[src/rtl/kbl_pkg.sv]
// Shared types and constants for the largest-person bounding box block.
`timescale 1ns / 1ps

package kbl_pkg;

   // Fixed widths of the beat fields.
   localparam int FIELD_W = 16;
   localparam int INDEX_W = 6;
   localparam int AREA_W  = 32;

   // Score threshold after reset, Q0.16 (about 0.1).
   localparam logic [FIELD_W-1:0] THRESHOLD_RESET = 16'd6554;

   // One keypoint beat on the request channel.
   typedef struct packed {
      logic [FIELD_W-1:0] coord_x;
      logic [FIELD_W-1:0] coord_y;
      logic [FIELD_W-1:0] confidence;
      logic               person_end;
      logic               frame_end;
      logic               empty_frame;
   } req_type;

   // One result beat on the response channel.
   typedef struct packed {
      logic               found;
      logic [INDEX_W-1:0] best_person;
      logic [AREA_W-1:0]  best_area;
      logic [FIELD_W-1:0] box_left;
      logic [FIELD_W-1:0] box_top;
      logic [FIELD_W-1:0] box_width;
      logic [FIELD_W-1:0] box_height;
      logic               too_many_people;
   } rsp_type;

   // Control flags that travel with a closed person or a frame end down the pipe.
   typedef struct packed {
      logic close;
      logic emit;
      logic found;
      logic overflow;
   } ctl_type;

endpackage

[src/rtl/keypoint_bbox_largest_person_core.sv]
// Top level of the largest-person bounding box block.
`timescale 1ns / 1ps
// Usage:
//  Keypoints enter one beat at a time on the req_ channel (valid/ready), person
//  by person, with person_end and frame_end flags; an empty_frame beat closes a
//  frame that has no keypoint. One result beat per frame leaves on the rsp_
//  channel: the index, area and box of the first person of greatest box area.
//  csr_we/csr_wdata write the score threshold; only keypoints with a score
//  strictly above it widen a person's box. Write it only while the block idles.
//  Throughput is one keypoint beat per cycle while req_ready is high. A frame
//  result passes three registers: the min/max update and box forming, the
//  width by height multiplier, and the area compare that loads the result
//  register. rsp_valid rises when that last register is loaded.
//  Reset is synchronous and active high; it clears all frame state and sets
//  the threshold to 6554 (about 0.1). No clearing pass is needed.
//  When the receiver stalls, the result register holds its beat. A further
//  frame end then waits in the multiplier stage, and a person end or frame end
//  behind it waits in the box register. Keypoint beats keep flowing until both
//  have happened; only then does back-pressure reach req_ready.

module keypoint_bbox_largest_person_core #(
   parameter int MAX_PEOPLE = 64,
   parameter int COORD_BITS = 16
) (
   input  logic                          clock,
   input  logic                          reset,
   input  logic                          csr_we,
   input  logic [kbl_pkg::FIELD_W-1:0]   csr_wdata,
   input  logic                          req_valid,
   output logic                          req_ready,
   input  kbl_pkg::req_type              req_data,
   output logic                          rsp_valid,
   input  logic                          rsp_ready,
   output kbl_pkg::rsp_type              rsp_data
);

   // Coordinates beyond the field width carry no bits.
   localparam int CW    = (COORD_BITS < kbl_pkg::FIELD_W) ? COORD_BITS : kbl_pkg::FIELD_W;
   localparam int CNT_W = $clog2(MAX_PEOPLE + 1);

   logic               acc_valid, acc_ready;
   kbl_pkg::ctl_type   acc_ctl;
   logic [CNT_W-1:0]   acc_index;
   logic [CW-1:0]      acc_left, acc_top, acc_width, acc_height;

   logic               area_valid, area_ready;
   kbl_pkg::ctl_type   area_ctl;
   logic [CNT_W-1:0]   area_index;
   logic [2*CW-1:0]    area_area;
   logic [CW-1:0]      area_left, area_top, area_width, area_height;

   // Running extremes and box forming.
   kbl_accum #(
      .CW    (CW),
      .CNT_W (CNT_W),
      .MAX_P (MAX_PEOPLE)
   ) u_accum (
      .clock      (clock),
      .reset      (reset),
      .csr_we     (csr_we),
      .csr_wdata  (csr_wdata),
      .req_valid  (req_valid),
      .req_ready  (req_ready),
      .req_data   (req_data),
      .out_valid  (acc_valid),
      .out_ready  (acc_ready),
      .out_ctl    (acc_ctl),
      .out_index  (acc_index),
      .out_left   (acc_left),
      .out_top    (acc_top),
      .out_width  (acc_width),
      .out_height (acc_height)
   );

   // Box area.
   kbl_area #(
      .CW    (CW),
      .CNT_W (CNT_W)
   ) u_area (
      .clock      (clock),
      .reset      (reset),
      .in_valid   (acc_valid),
      .in_ready   (acc_ready),
      .in_ctl     (acc_ctl),
      .in_index   (acc_index),
      .in_left    (acc_left),
      .in_top     (acc_top),
      .in_width   (acc_width),
      .in_height  (acc_height),
      .out_valid  (area_valid),
      .out_ready  (area_ready),
      .out_ctl    (area_ctl),
      .out_index  (area_index),
      .out_area   (area_area),
      .out_left   (area_left),
      .out_top    (area_top),
      .out_width  (area_width),
      .out_height (area_height)
   );

   // Largest-area selection and result register.
   kbl_select #(
      .CW    (CW),
      .CNT_W (CNT_W)
   ) u_select (
      .clock      (clock),
      .reset      (reset),
      .in_valid   (area_valid),
      .in_ready   (area_ready),
      .in_ctl     (area_ctl),
      .in_index   (area_index),
      .in_area    (area_area),
      .in_left    (area_left),
      .in_top     (area_top),
      .in_width   (area_width),
      .in_height  (area_height),
      .rsp_valid  (rsp_valid),
      .rsp_ready  (rsp_ready),
      .rsp_data   (rsp_data)
   );

endmodule

[src/rtl/kbl_accum.sv]
// Keypoint accumulator: running extremes per person, person count and box forming.
`timescale 1ns / 1ps

module kbl_accum #(
   parameter int CW    = 16,
   parameter int CNT_W = 7,
   parameter int MAX_P = 64
) (
   input  logic                          clock,
   input  logic                          reset,
   input  logic                          csr_we,
   input  logic [kbl_pkg::FIELD_W-1:0]   csr_wdata,
   input  logic                          req_valid,
   output logic                          req_ready,
   input  kbl_pkg::req_type              req_data,
   output logic                          out_valid,
   input  logic                          out_ready,
   output kbl_pkg::ctl_type              out_ctl,
   output logic [CNT_W-1:0]              out_index,
   output logic [CW-1:0]                 out_left,
   output logic [CW-1:0]                 out_top,
   output logic [CW-1:0]                 out_width,
   output logic [CW-1:0]                 out_height
);

   logic [kbl_pkg::FIELD_W-1:0] threshold_ff;
   logic [CW-1:0]               min_x_ff, max_x_ff, min_y_ff, max_y_ff;
   logic [CW-1:0]               min_x_in, max_x_in, min_y_in, max_y_in;
   logic                        any_ff, any_in;
   logic [CNT_W-1:0]            count_ff, count_in;
   logic                        ovf_ff, ovf_in;
   logic                        valid_ff, valid_in;
   kbl_pkg::ctl_type            ctl_ff, ctl_in;
   logic [CNT_W-1:0]            index_ff;
   logic [CW-1:0]               left_ff, top_ff, width_ff, height_ff;
   logic [CW-1:0]               left_in, top_in, width_in, height_in;

   logic          advance, take, full, hit, close_req, close, emit;
   logic [CW-1:0] x, y;
   logic [CNT_W-1:0] count_next;
   logic          ovf_next;

   // The output register frees up when empty or when its beat is taken.
   assign advance   = !valid_ff || out_ready;
   assign req_ready = advance;
   assign take      = req_valid && advance;

   assign x = req_data.coord_x[CW-1:0];
   assign y = req_data.coord_y[CW-1:0];

   // Keypoint qualification, person close and frame end decode.
   assign full      = (count_ff >= CNT_W'(MAX_P));
   assign hit       = !req_data.empty_frame && !full && (req_data.confidence > threshold_ff);
   assign close_req = !req_data.empty_frame && (req_data.person_end || req_data.frame_end);
   assign close     = close_req && !full;
   assign emit      = req_data.empty_frame || req_data.frame_end;
   assign count_next = count_ff + CNT_W'(close);
   assign ovf_next   = ovf_ff || (close_req && full);

   // Running extremes including the current keypoint.
   always_comb begin
      min_x_in = (hit && (x < min_x_ff)) ? x : min_x_ff;
      max_x_in = (hit && (x > max_x_ff)) ? x : max_x_ff;
      min_y_in = (hit && (y < min_y_ff)) ? y : min_y_ff;
      max_y_in = (hit && (y > max_y_ff)) ? y : max_y_ff;
      any_in   = any_ff || hit;
   end

   // Box of the person being closed; empty when no keypoint counted.
   always_comb begin
      if (any_in) begin
         left_in   = min_x_in;
         top_in    = min_y_in;
         width_in  = max_x_in - min_x_in;
         height_in = max_y_in - min_y_in;
      end else begin
         left_in   = '0;
         top_in    = '0;
         width_in  = '0;
         height_in = '0;
      end
   end

   // Control flags for the next pipeline stage.
   always_comb begin
      ctl_in.close    = close;
      ctl_in.emit     = emit;
      ctl_in.found    = (count_next != '0);
      ctl_in.overflow = ovf_next;
      valid_in        = advance ? (take && (close || emit)) : valid_ff;
   end

   // Configuration register.
   always_ff @(posedge clock) begin
      if (reset) begin
         threshold_ff <= kbl_pkg::THRESHOLD_RESET;
      end else if (csr_we) begin
         threshold_ff <= csr_wdata;
      end
   end

   // Person and frame state.
   always_ff @(posedge clock) begin
      if (reset) begin
         min_x_ff <= '1;
         min_y_ff <= '1;
         max_x_ff <= '0;
         max_y_ff <= '0;
         any_ff   <= 1'b0;
         count_ff <= '0;
         ovf_ff   <= 1'b0;
         valid_ff <= 1'b0;
      end else begin
         valid_ff <= valid_in;
         if (take) begin
            if (emit || close_req) begin
               min_x_ff <= '1;
               min_y_ff <= '1;
               max_x_ff <= '0;
               max_y_ff <= '0;
               any_ff   <= 1'b0;
            end else begin
               min_x_ff <= min_x_in;
               min_y_ff <= min_y_in;
               max_x_ff <= max_x_in;
               max_y_ff <= max_y_in;
               any_ff   <= any_in;
            end
            if (emit) begin
               count_ff <= '0;
               ovf_ff   <= 1'b0;
            end else begin
               count_ff <= count_next;
               ovf_ff   <= ovf_next;
            end
         end
      end
   end

   // Payload of the outgoing record.
   always_ff @(posedge clock) begin
      if (take) begin
         ctl_ff    <= ctl_in;
         index_ff  <= count_ff;
         left_ff   <= left_in;
         top_ff    <= top_in;
         width_ff  <= width_in;
         height_ff <= height_in;
      end
   end

   assign out_valid  = valid_ff;
   assign out_ctl    = ctl_ff;
   assign out_index  = index_ff;
   assign out_left   = left_ff;
   assign out_top    = top_ff;
   assign out_width  = width_ff;
   assign out_height = height_ff;

endmodule

[src/rtl/kbl_area.sv]
// Area stage: registered product of box width and height.
`timescale 1ns / 1ps

module kbl_area #(
   parameter int CW    = 16,
   parameter int CNT_W = 7
) (
   input  logic                 clock,
   input  logic                 reset,
   input  logic                 in_valid,
   output logic                 in_ready,
   input  kbl_pkg::ctl_type     in_ctl,
   input  logic [CNT_W-1:0]     in_index,
   input  logic [CW-1:0]        in_left,
   input  logic [CW-1:0]        in_top,
   input  logic [CW-1:0]        in_width,
   input  logic [CW-1:0]        in_height,
   output logic                 out_valid,
   input  logic                 out_ready,
   output kbl_pkg::ctl_type     out_ctl,
   output logic [CNT_W-1:0]     out_index,
   output logic [2*CW-1:0]      out_area,
   output logic [CW-1:0]        out_left,
   output logic [CW-1:0]        out_top,
   output logic [CW-1:0]        out_width,
   output logic [CW-1:0]        out_height
);

   logic                valid_ff;
   logic                take;
   logic [2*CW-1:0]     area_in, area_ff;
   kbl_pkg::ctl_type    ctl_ff;
   logic [CNT_W-1:0]    index_ff;
   logic [CW-1:0]       left_ff, top_ff, width_ff, height_ff;

   assign in_ready = !valid_ff || out_ready;
   assign take     = in_valid && in_ready;
   assign area_in  = in_width * in_height;

   // Stage valid.
   always_ff @(posedge clock) begin
      if (reset) begin
         valid_ff <= 1'b0;
      end else if (in_ready) begin
         valid_ff <= in_valid;
      end
   end

   // Product and the record that travels with it.
   always_ff @(posedge clock) begin
      if (take) begin
         area_ff   <= area_in;
         ctl_ff    <= in_ctl;
         index_ff  <= in_index;
         left_ff   <= in_left;
         top_ff    <= in_top;
         width_ff  <= in_width;
         height_ff <= in_height;
      end
   end

   assign out_valid  = valid_ff;
   assign out_ctl    = ctl_ff;
   assign out_index  = index_ff;
   assign out_area   = area_ff;
   assign out_left   = left_ff;
   assign out_top    = top_ff;
   assign out_width  = width_ff;
   assign out_height = height_ff;

endmodule

[src/rtl/kbl_select.sv]
// Selection stage: keeps the largest box of the frame and holds the result beat.
`timescale 1ns / 1ps

module kbl_select #(
   parameter int CW    = 16,
   parameter int CNT_W = 7
) (
   input  logic                 clock,
   input  logic                 reset,
   input  logic                 in_valid,
   output logic                 in_ready,
   input  kbl_pkg::ctl_type     in_ctl,
   input  logic [CNT_W-1:0]     in_index,
   input  logic [2*CW-1:0]      in_area,
   input  logic [CW-1:0]        in_left,
   input  logic [CW-1:0]        in_top,
   input  logic [CW-1:0]        in_width,
   input  logic [CW-1:0]        in_height,
   output logic                 rsp_valid,
   input  logic                 rsp_ready,
   output kbl_pkg::rsp_type     rsp_data
);

   logic                have_ff, have_in;
   logic [2*CW-1:0]     area_ff, area_in;
   logic [CNT_W-1:0]    index_ff, index_in;
   logic [CW-1:0]       left_ff, top_ff, width_ff, height_ff;
   logic [CW-1:0]       left_in, top_in, width_in, height_in;
   logic                rsp_valid_ff;
   kbl_pkg::rsp_type    rsp_ff, rsp_in;

   logic                take, better;
   logic [CNT_W+kbl_pkg::INDEX_W-1:0] index_ext;

   // Only a frame-end beat needs room in the result register.
   assign in_ready = !in_ctl.emit || !rsp_valid_ff || rsp_ready;
   assign take     = in_valid && in_ready;

   // First person of strictly greatest area wins.
   assign better = in_ctl.close && (!have_ff || (in_area > area_ff));

   always_comb begin
      if (better) begin
         have_in   = 1'b1;
         area_in   = in_area;
         index_in  = in_index;
         left_in   = in_left;
         top_in    = in_top;
         width_in  = in_width;
         height_in = in_height;
      end else begin
         have_in   = have_ff;
         area_in   = area_ff;
         index_in  = index_ff;
         left_in   = left_ff;
         top_in    = top_ff;
         width_in  = width_ff;
         height_in = height_ff;
      end
   end

   // Result beat; every field reads zero when no person was closed.
   assign index_ext = {{kbl_pkg::INDEX_W{1'b0}}, index_in};

   always_comb begin
      rsp_in = '0;
      if (in_ctl.found) begin
         rsp_in.found           = 1'b1;
         rsp_in.best_person     = index_ext[kbl_pkg::INDEX_W-1:0];
         rsp_in.best_area       = kbl_pkg::AREA_W'(area_in);
         rsp_in.box_left        = kbl_pkg::FIELD_W'(left_in);
         rsp_in.box_top         = kbl_pkg::FIELD_W'(top_in);
         rsp_in.box_width       = kbl_pkg::FIELD_W'(width_in);
         rsp_in.box_height      = kbl_pkg::FIELD_W'(height_in);
         rsp_in.too_many_people = in_ctl.overflow;
      end
   end

   // Kept best and result handshake; a frame end clears the kept best.
   always_ff @(posedge clock) begin
      if (reset) begin
         have_ff      <= 1'b0;
         area_ff      <= '0;
         index_ff     <= '0;
         left_ff      <= '0;
         top_ff       <= '0;
         width_ff     <= '0;
         height_ff    <= '0;
         rsp_valid_ff <= 1'b0;
      end else begin
         if (take && in_ctl.emit) begin
            rsp_valid_ff <= 1'b1;
         end else if (rsp_ready) begin
            rsp_valid_ff <= 1'b0;
         end
         if (take) begin
            if (in_ctl.emit) begin
               have_ff   <= 1'b0;
               area_ff   <= '0;
               index_ff  <= '0;
               left_ff   <= '0;
               top_ff    <= '0;
               width_ff  <= '0;
               height_ff <= '0;
            end else begin
               have_ff   <= have_in;
               area_ff   <= area_in;
               index_ff  <= index_in;
               left_ff   <= left_in;
               top_ff    <= top_in;
               width_ff  <= width_in;
               height_ff <= height_in;
            end
         end
      end
   end

   // Result payload.
   always_ff @(posedge clock) begin
      if (take && in_ctl.emit) begin
         rsp_ff <= rsp_in;
      end
   end

   assign rsp_valid = rsp_valid_ff;
   assign rsp_data  = rsp_ff;

endmodule
[config.mk]
export PLATFORM = sky130hd
export DESIGN_NAME = keypoint_bbox_largest_person_core
export DESIGN_NICKNAME = d
export VERILOG_FILES = /design/src/rtl/kbl_pkg.sv /design/src/rtl/keypoint_bbox_largest_person_core.sv /design/src/rtl/kbl_accum.sv /design/src/rtl/kbl_area.sv /design/src/rtl/kbl_select.sv
export SDC_FILE = /design/constraint.sdc
export NUM_CORES = 2
export LEC_CHECK = 0
export BUFFER_PORTS_ARGS = -buffer_cell sky130_fd_sc_hd__buf_2
export CAP_MARGIN = 0
export CORE_MARGIN = 4
export CORE_UTILIZATION = 30
export DETAILED_ROUTE_END_ITERATION = 10
export GPL_TIMING_DRIVEN = 0
export SKIP_CTS_REPAIR_TIMING = 1
export SYNTH_ARGS = -nofsm -noshare
export SYNTH_HDL_FRONTEND = slang
export SYNTH_HIERARCHICAL = 1
export SYNTH_SLANG_ARGS = --single-unit
[constraint.sdc]
create_clock -name clock -period 11.4 [get_ports clock]
set_input_delay 0.57 -clock clock [delete_from_list [all_inputs] [get_ports clock]]
set_output_delay 0.57 -clock clock [all_outputs]
set_load 0.02 [all_outputs]
### Word level (Yosys, flattened, before mapping)

Cells that the tools add are included.

| storage, ports and cells | value |
|---|---|
| register bits after elaboration | 479 |
| output and inout port bits | 106 |

| cells by class | value |
|---|---|
| add/sub/neg operators | 3 |
| multiply operators | 1 |
| magnitude comparators | 7 |
| muxes and demuxes | 28 |
| reduce and logical (&&, ||, !) cells | 37 |

Operators by type and width:

| kind | number |
|---|---|
| $mux 16 | 16 |
| $mux 104 | 1 |
| $mux 32 | 2 |
| $gt 16x16->1 | 3 |
| $gt 32x32->1 | 1 |
| $lt 16x16->1 | 2 |
| $mul 16x16->32 | 1 |
| $sub 16x16->16 | 2 |
| $logic_and 1x1->1 | 15 |
| $mux 6 | 2 |
| $logic_or 1x1->1 | 11 |
| $add 7x1->7 | 1 |
| $ge 7x7->1 const B | 1 |
| $logic_not 1->1 | 7 |
| $mux 7 | 1 |
| $reduce_bool 7->1 | 1 |
| $mux 1 | 6 |
| $reduce_bool 2->1 | 2 |
| $reduce_and 2->1 | 1 |

### Longest topological paths before layout

| depth | value |
|---|---|
| word-level depth | 7 |
| depth in mapped cells | 22 |
| depth with buffers taken out | 21 |

### Cells and area by module

Netlist, hierarchy kept.

Modules (own cells, without submodules):

| module | times used | cells each | area an instance (sq um) |
|---|---|---|---|
| kbl_area | 1 | 1101 | 11857.6 |
| kbl_accum | 1 | 1049 | 9898.2 |
| kbl_select | 1 | 832 | 8938.6 |

### Least setup slack after synthesis

OpenSTA, ideal clock, no wires.

| timing path | value |
|---|---|
| path type | register to register |
| start | register u_accum.width_ff[7], in the netlist u_accum/out_width[7] |
| end | register u_area.area_ff[27], in the netlist u_area/out_area[27] (data pin) |
| setup time | 0.265 ns |
| data arrival time | 5.488 ns |
| required time | 11.135 ns |
| setup slack | 5.647 ns |
| cell stages (with the launch flop) | 22 |
| period minus slack after synthesis | 5.753 ns |
| cells stage by stage | edfxtp_1 clkbuf_1 nand2_1 fa_1 inv_1 fa_1 inv_1 fa_1 inv_1 fa_1 fa_1 inv_1 fa_1 inv_1 ha_1 and4_1 and4_1 nand3_2 a31oi_1 a211oi_1 o211ai_1 xor2_1 |

| on the way | value |
|---|---|
| word-level cells in the longest chain between the ends | 1 |

RTL lines:

| element | RTL line | text |
|---|---|---|
| start: declaration | kbl_accum.sv:35 | `logic [CW-1:0] left_ff, top_ff, width_ff, height_ff;` |
| start signal: assignment | kbl_accum.sv:147 | `width_ff <= width_in;` |
| $mul 16x16->32 | kbl_area.sv:38 | `assign area_in = in_width * in_height;` |
| named net u_area.area_in[27] | kbl_area.sv:31 | `logic [2*CW-1:0] area_in, area_ff;` |
| end signal: assignment | kbl_area.sv:52 | `area_ff <= area_in;` |
| end: declaration | kbl_area.sv:31 |  |

The timed path passes the listed nets, and every way through them passes these cells.
A chain may end at the register's enable or synchronous reset.

### Worst setup path after layout

| timing path | value |
|---|---|
| start | register u_accum.height_ff[7], in the netlist u_accum/out_height[7] |
| end | register u_area.area_ff[28], in the netlist u_area/out_area[28] (data pin) |

| on the way | value |
|---|---|
| word-level cells in the longest chain between the ends | 1 |

RTL lines:

| element | RTL line | text |
|---|---|---|
| start: declaration | kbl_accum.sv:35 |  |
| start signal: assignment | kbl_accum.sv:148 | `height_ff <= height_in;` |
| $mul 16x16->32 | kbl_area.sv:38 |  |
| named net u_area.area_in[28] | kbl_area.sv:31 |  |

The timed path passes the listed nets, and every way through them passes these cells.

==> results.md <==
* Clock period minus final worst setup slack at 7.20 ns
* Number of detailed-routing iterations run before antenna repair at 5
* Half-perimeter wire length of the detailed placement result at 67.8 mm
* Depth of the CTS H-tree at 2
* Final Cycle Share at 0.632
* Total global-route track usage at 0.161
* Slowest stage cell on the critical path: sky130_fd_sc_hd__edfxtp_1
* Mapped cell area at 30,600 um2
* Fraction of layout cells with a size suffix above 1 at 0.110
* GPL Wtd Cong at 0.897
* Post-route ant nets at 0
* Final Instance Area at 35,100 um2
* Required time reported for the critical path endpoint at 11.70 ns
* Initial Util at 0.304
* Cells after synthesis at between 2,000 and 3,000
* Setup Crit Path Kind: flop to flop
* Hold/Removal Path Class: input pin to flop
* Unrepaired setup endpoints after global routing: false
* Leakage Power at about 15 nW
* Row count at 116
* Critical path capture point type: flop
* Family with the most delay on the worst path: adder cells
* Fin Clk Skew at 0.0268 ns
* Placed Cells at 4,516
* First-pass GRT wire length at 134 mm
* DR vias at 23,000
* Power per standard cell area at 170 nW/um2
* Fin cells at 4,623
* Dpl cell area at ~33,000 um2
* Detailed-route DRC error count at 0
* # nets final at roughly 3,700
* R2r endpoint: u_area/out_area[28]
* Capturing element of the worst setup path: u_area/out_area[28]
* Total wire length after detailed routing at approximately 88 mm
* I/O pin count at about 180
* Starting DRT DRC Count at 1,893
* CTS Root Cell: sky130_fd_sc_hd__clkbuf_16
* Critical path origin: u_accum/out_height[7]
* Startpoint class of the critical path: flop
* IR drop worst, VDD at approximately 0.22 mV
* Via count of the first global-routing pass at 22,400
* Worst R2R Path Depth at 19
* Vias per cell at 4.98
* Cell with the most instances on the worst path: sky130_fd_sc_hd__fa_1
* Number of max-cap violations at 0
* Run status: completed
* Clock sinks at 479
* Height of the die at 328 um
* Buffers added on ports at 176
* Per-instance average area after synthesis at 10.3 um2
* Max clock buf depth at 3
* Antenna violations before repair at 14
* Flip-flop count of the largest register, all copies and words added at 104
* Number of buffers inserted during clock tree synthesis at 52
* Crit Path Max Fanout at 10
* Core footprint at roughly 100,000 um2
* Hold violation total from the final report at 0
* Post-Syn Nets at roughly 3,500
* Cell chain of the critical path: clkbuf_1, nand2_1, fa_1, fa_1, inv_1, fa_1, fa_1, fa_1, inv_1, fa_1, inv_1, ha_1, a21oi_1, o21ai_1, a21oi_1, o211ai_1, o221a_2, o31a_1, o311ai_1
* Pin count of the biggest net entering global routing at 68
* Die Width at 328 um
* Fmax achieved at 139 MHz
* Clock tree from TritonCTS: yes
* Total congestion overflow after global routing at 0
* Final setup violation count at 0
* Final setup TNS at 0 ns
* Worst skew pair latency at roughly 0.6 ns
* Highest cell delay on the worst timing path at 0.76 ns
* Worst-path clk slew at approximately 0.060 ns
* Area Growth Syn to Fin at 14.5%
* Synth Warn # at 6
* Max Slew Vio Count at 0
* Wire length per cell after detailed routing at ~19 um
* Slew headroom at 0.175
* CP Buf/Inv Count at 4
* Area of the die at about 110,000 um2
* Measured slew at the worst slew-check pin at 1.24 ns
* Stages on worst setup path at 19
* Origin of the critical flop-to-flop path: u_accum/out_height[7]
* Arrival time of the worst setup path at ~7.5 ns
* Internal reg-to-reg setup slack at 4.20 ns
power by group:
part / leakage, nW / switching [mW] / internal [mW]
sequential: 4.31 / 0.0968 / 2.01
clock: 0.849 / 0.719 / 1.01
combinational: 9.37 / 1.29 / 0.833
total: 14.5 / 2.11 / 3.85
worst min-delay path: stages:
cell and delay (ns):
sky130_fd_sc_hd__buf_2 0.07, sky130_fd_sc_hd__nand2_1 0.04, sky130_fd_sc_hd__o211ai_1 0.06
metal layers:
layer	wire (um)	vias to the layer above	track usage
met1	37900	11200	0.217
met4	3240	12	0.0565
li1	-	10800	-
met2	39700	804	0.252
met3	7000	162	0.0384
met5	166	-	0.00951
cell type report:
class,instances,area (um2)
clock buffer,64,1400
tap,1357,1700
antenna,11,27.5
clock inverter,32,329
timing repair buffer,179,963
multi-input combinational,1980,16100
inverter,362,1360
sequential,479,12400
buffer,159,771
fill,10200,65700
layout by cell type, fill, tap and decap left out, types with 11 or more instances in the layout:
cell type                     n
sky130_fd_sc_hd__a22o_1     128
sky130_fd_sc_hd__nand2_1    240
sky130_fd_sc_hd__inv_1      360
sky130_fd_sc_hd__fa_1       196
sky130_fd_sc_hd__a21o_1      24
sky130_fd_sc_hd__o211ai_1    20
sky130_fd_sc_hd__buf_6       13
sky130_fd_sc_hd__a21oi_1    201
sky130_fd_sc_hd__xnor2_1     26
sky130_fd_sc_hd__clkinv_2    11
sky130_fd_sc_hd__nor2b_1     16
sky130_fd_sc_hd__xor2_1      12
sky130_fd_sc_hd__clkbuf_1   114
sky130_fd_sc_hd__nand3_1    124
sky130_fd_sc_hd__o21ai_0    161
sky130_fd_sc_hd__mux2i_1     39
sky130_fd_sc_hd__and2_1     127
sky130_fd_sc_hd__ha_1       246
sky130_fd_sc_hd__nand2b_1    12
sky130_fd_sc_hd__nand4_1     22
sky130_fd_sc_hd__clkbuf_16   53
sky130_fd_sc_hd__nor2_1     137
sky130_fd_sc_hd__a211oi_1    13
sky130_fd_sc_hd__nor3_1      25
sky130_fd_sc_hd__edfxtp_1   284
sky130_fd_sc_hd__mux2_2      11
sky130_fd_sc_hd__o21ai_1     13
sky130_fd_sc_hd__dfxtp_1    195
sky130_fd_sc_hd__buf_2      204
sky130_fd_sc_hd__diode_2     11
sky130_fd_sc_hd__a22oi_1     29
sky130_fd_sc_hd__o21a_1      18
worst min path at each step:
stage,from,to,slack (ns),depth (start not counted)
global placement,u_accum/out_top[10],u_area/out_top[10],0.40,0
global route,csr_wdata[11],u_accum/threshold_ff[11],0.17,3
floorplan,u_accum/out_ctl[0],u_area/out_ctl[0],0.40,0
detailed placement,u_accum/out_index[0],u_area/out_index[0],0.40,0
finish,csr_wdata[11],u_accum/threshold_ff[11],0.18,3
CTS,csr_wdata[11],u_accum/threshold_ff[11],0.14,3
per-stage QoR:
stage | power, mW | setup WS (ns) | util | hold slack [ns]
floorplan | 3.66 | 5.65 | - | 0.400
global placement | 4.23 | 4.28 | 0.330 | 0.402
detailed placement | 4.26 | 4.31 | 0.331 | 0.405
CTS | 6.00 | 4.28 | 0.348 | 0.142
global route | 6.36 | 3.93 | 0.348 | 0.166
finish | 5.96 | 4.20 | 0.348 | 0.181
No activity file was read; power rests on OpenSTA's default activity.
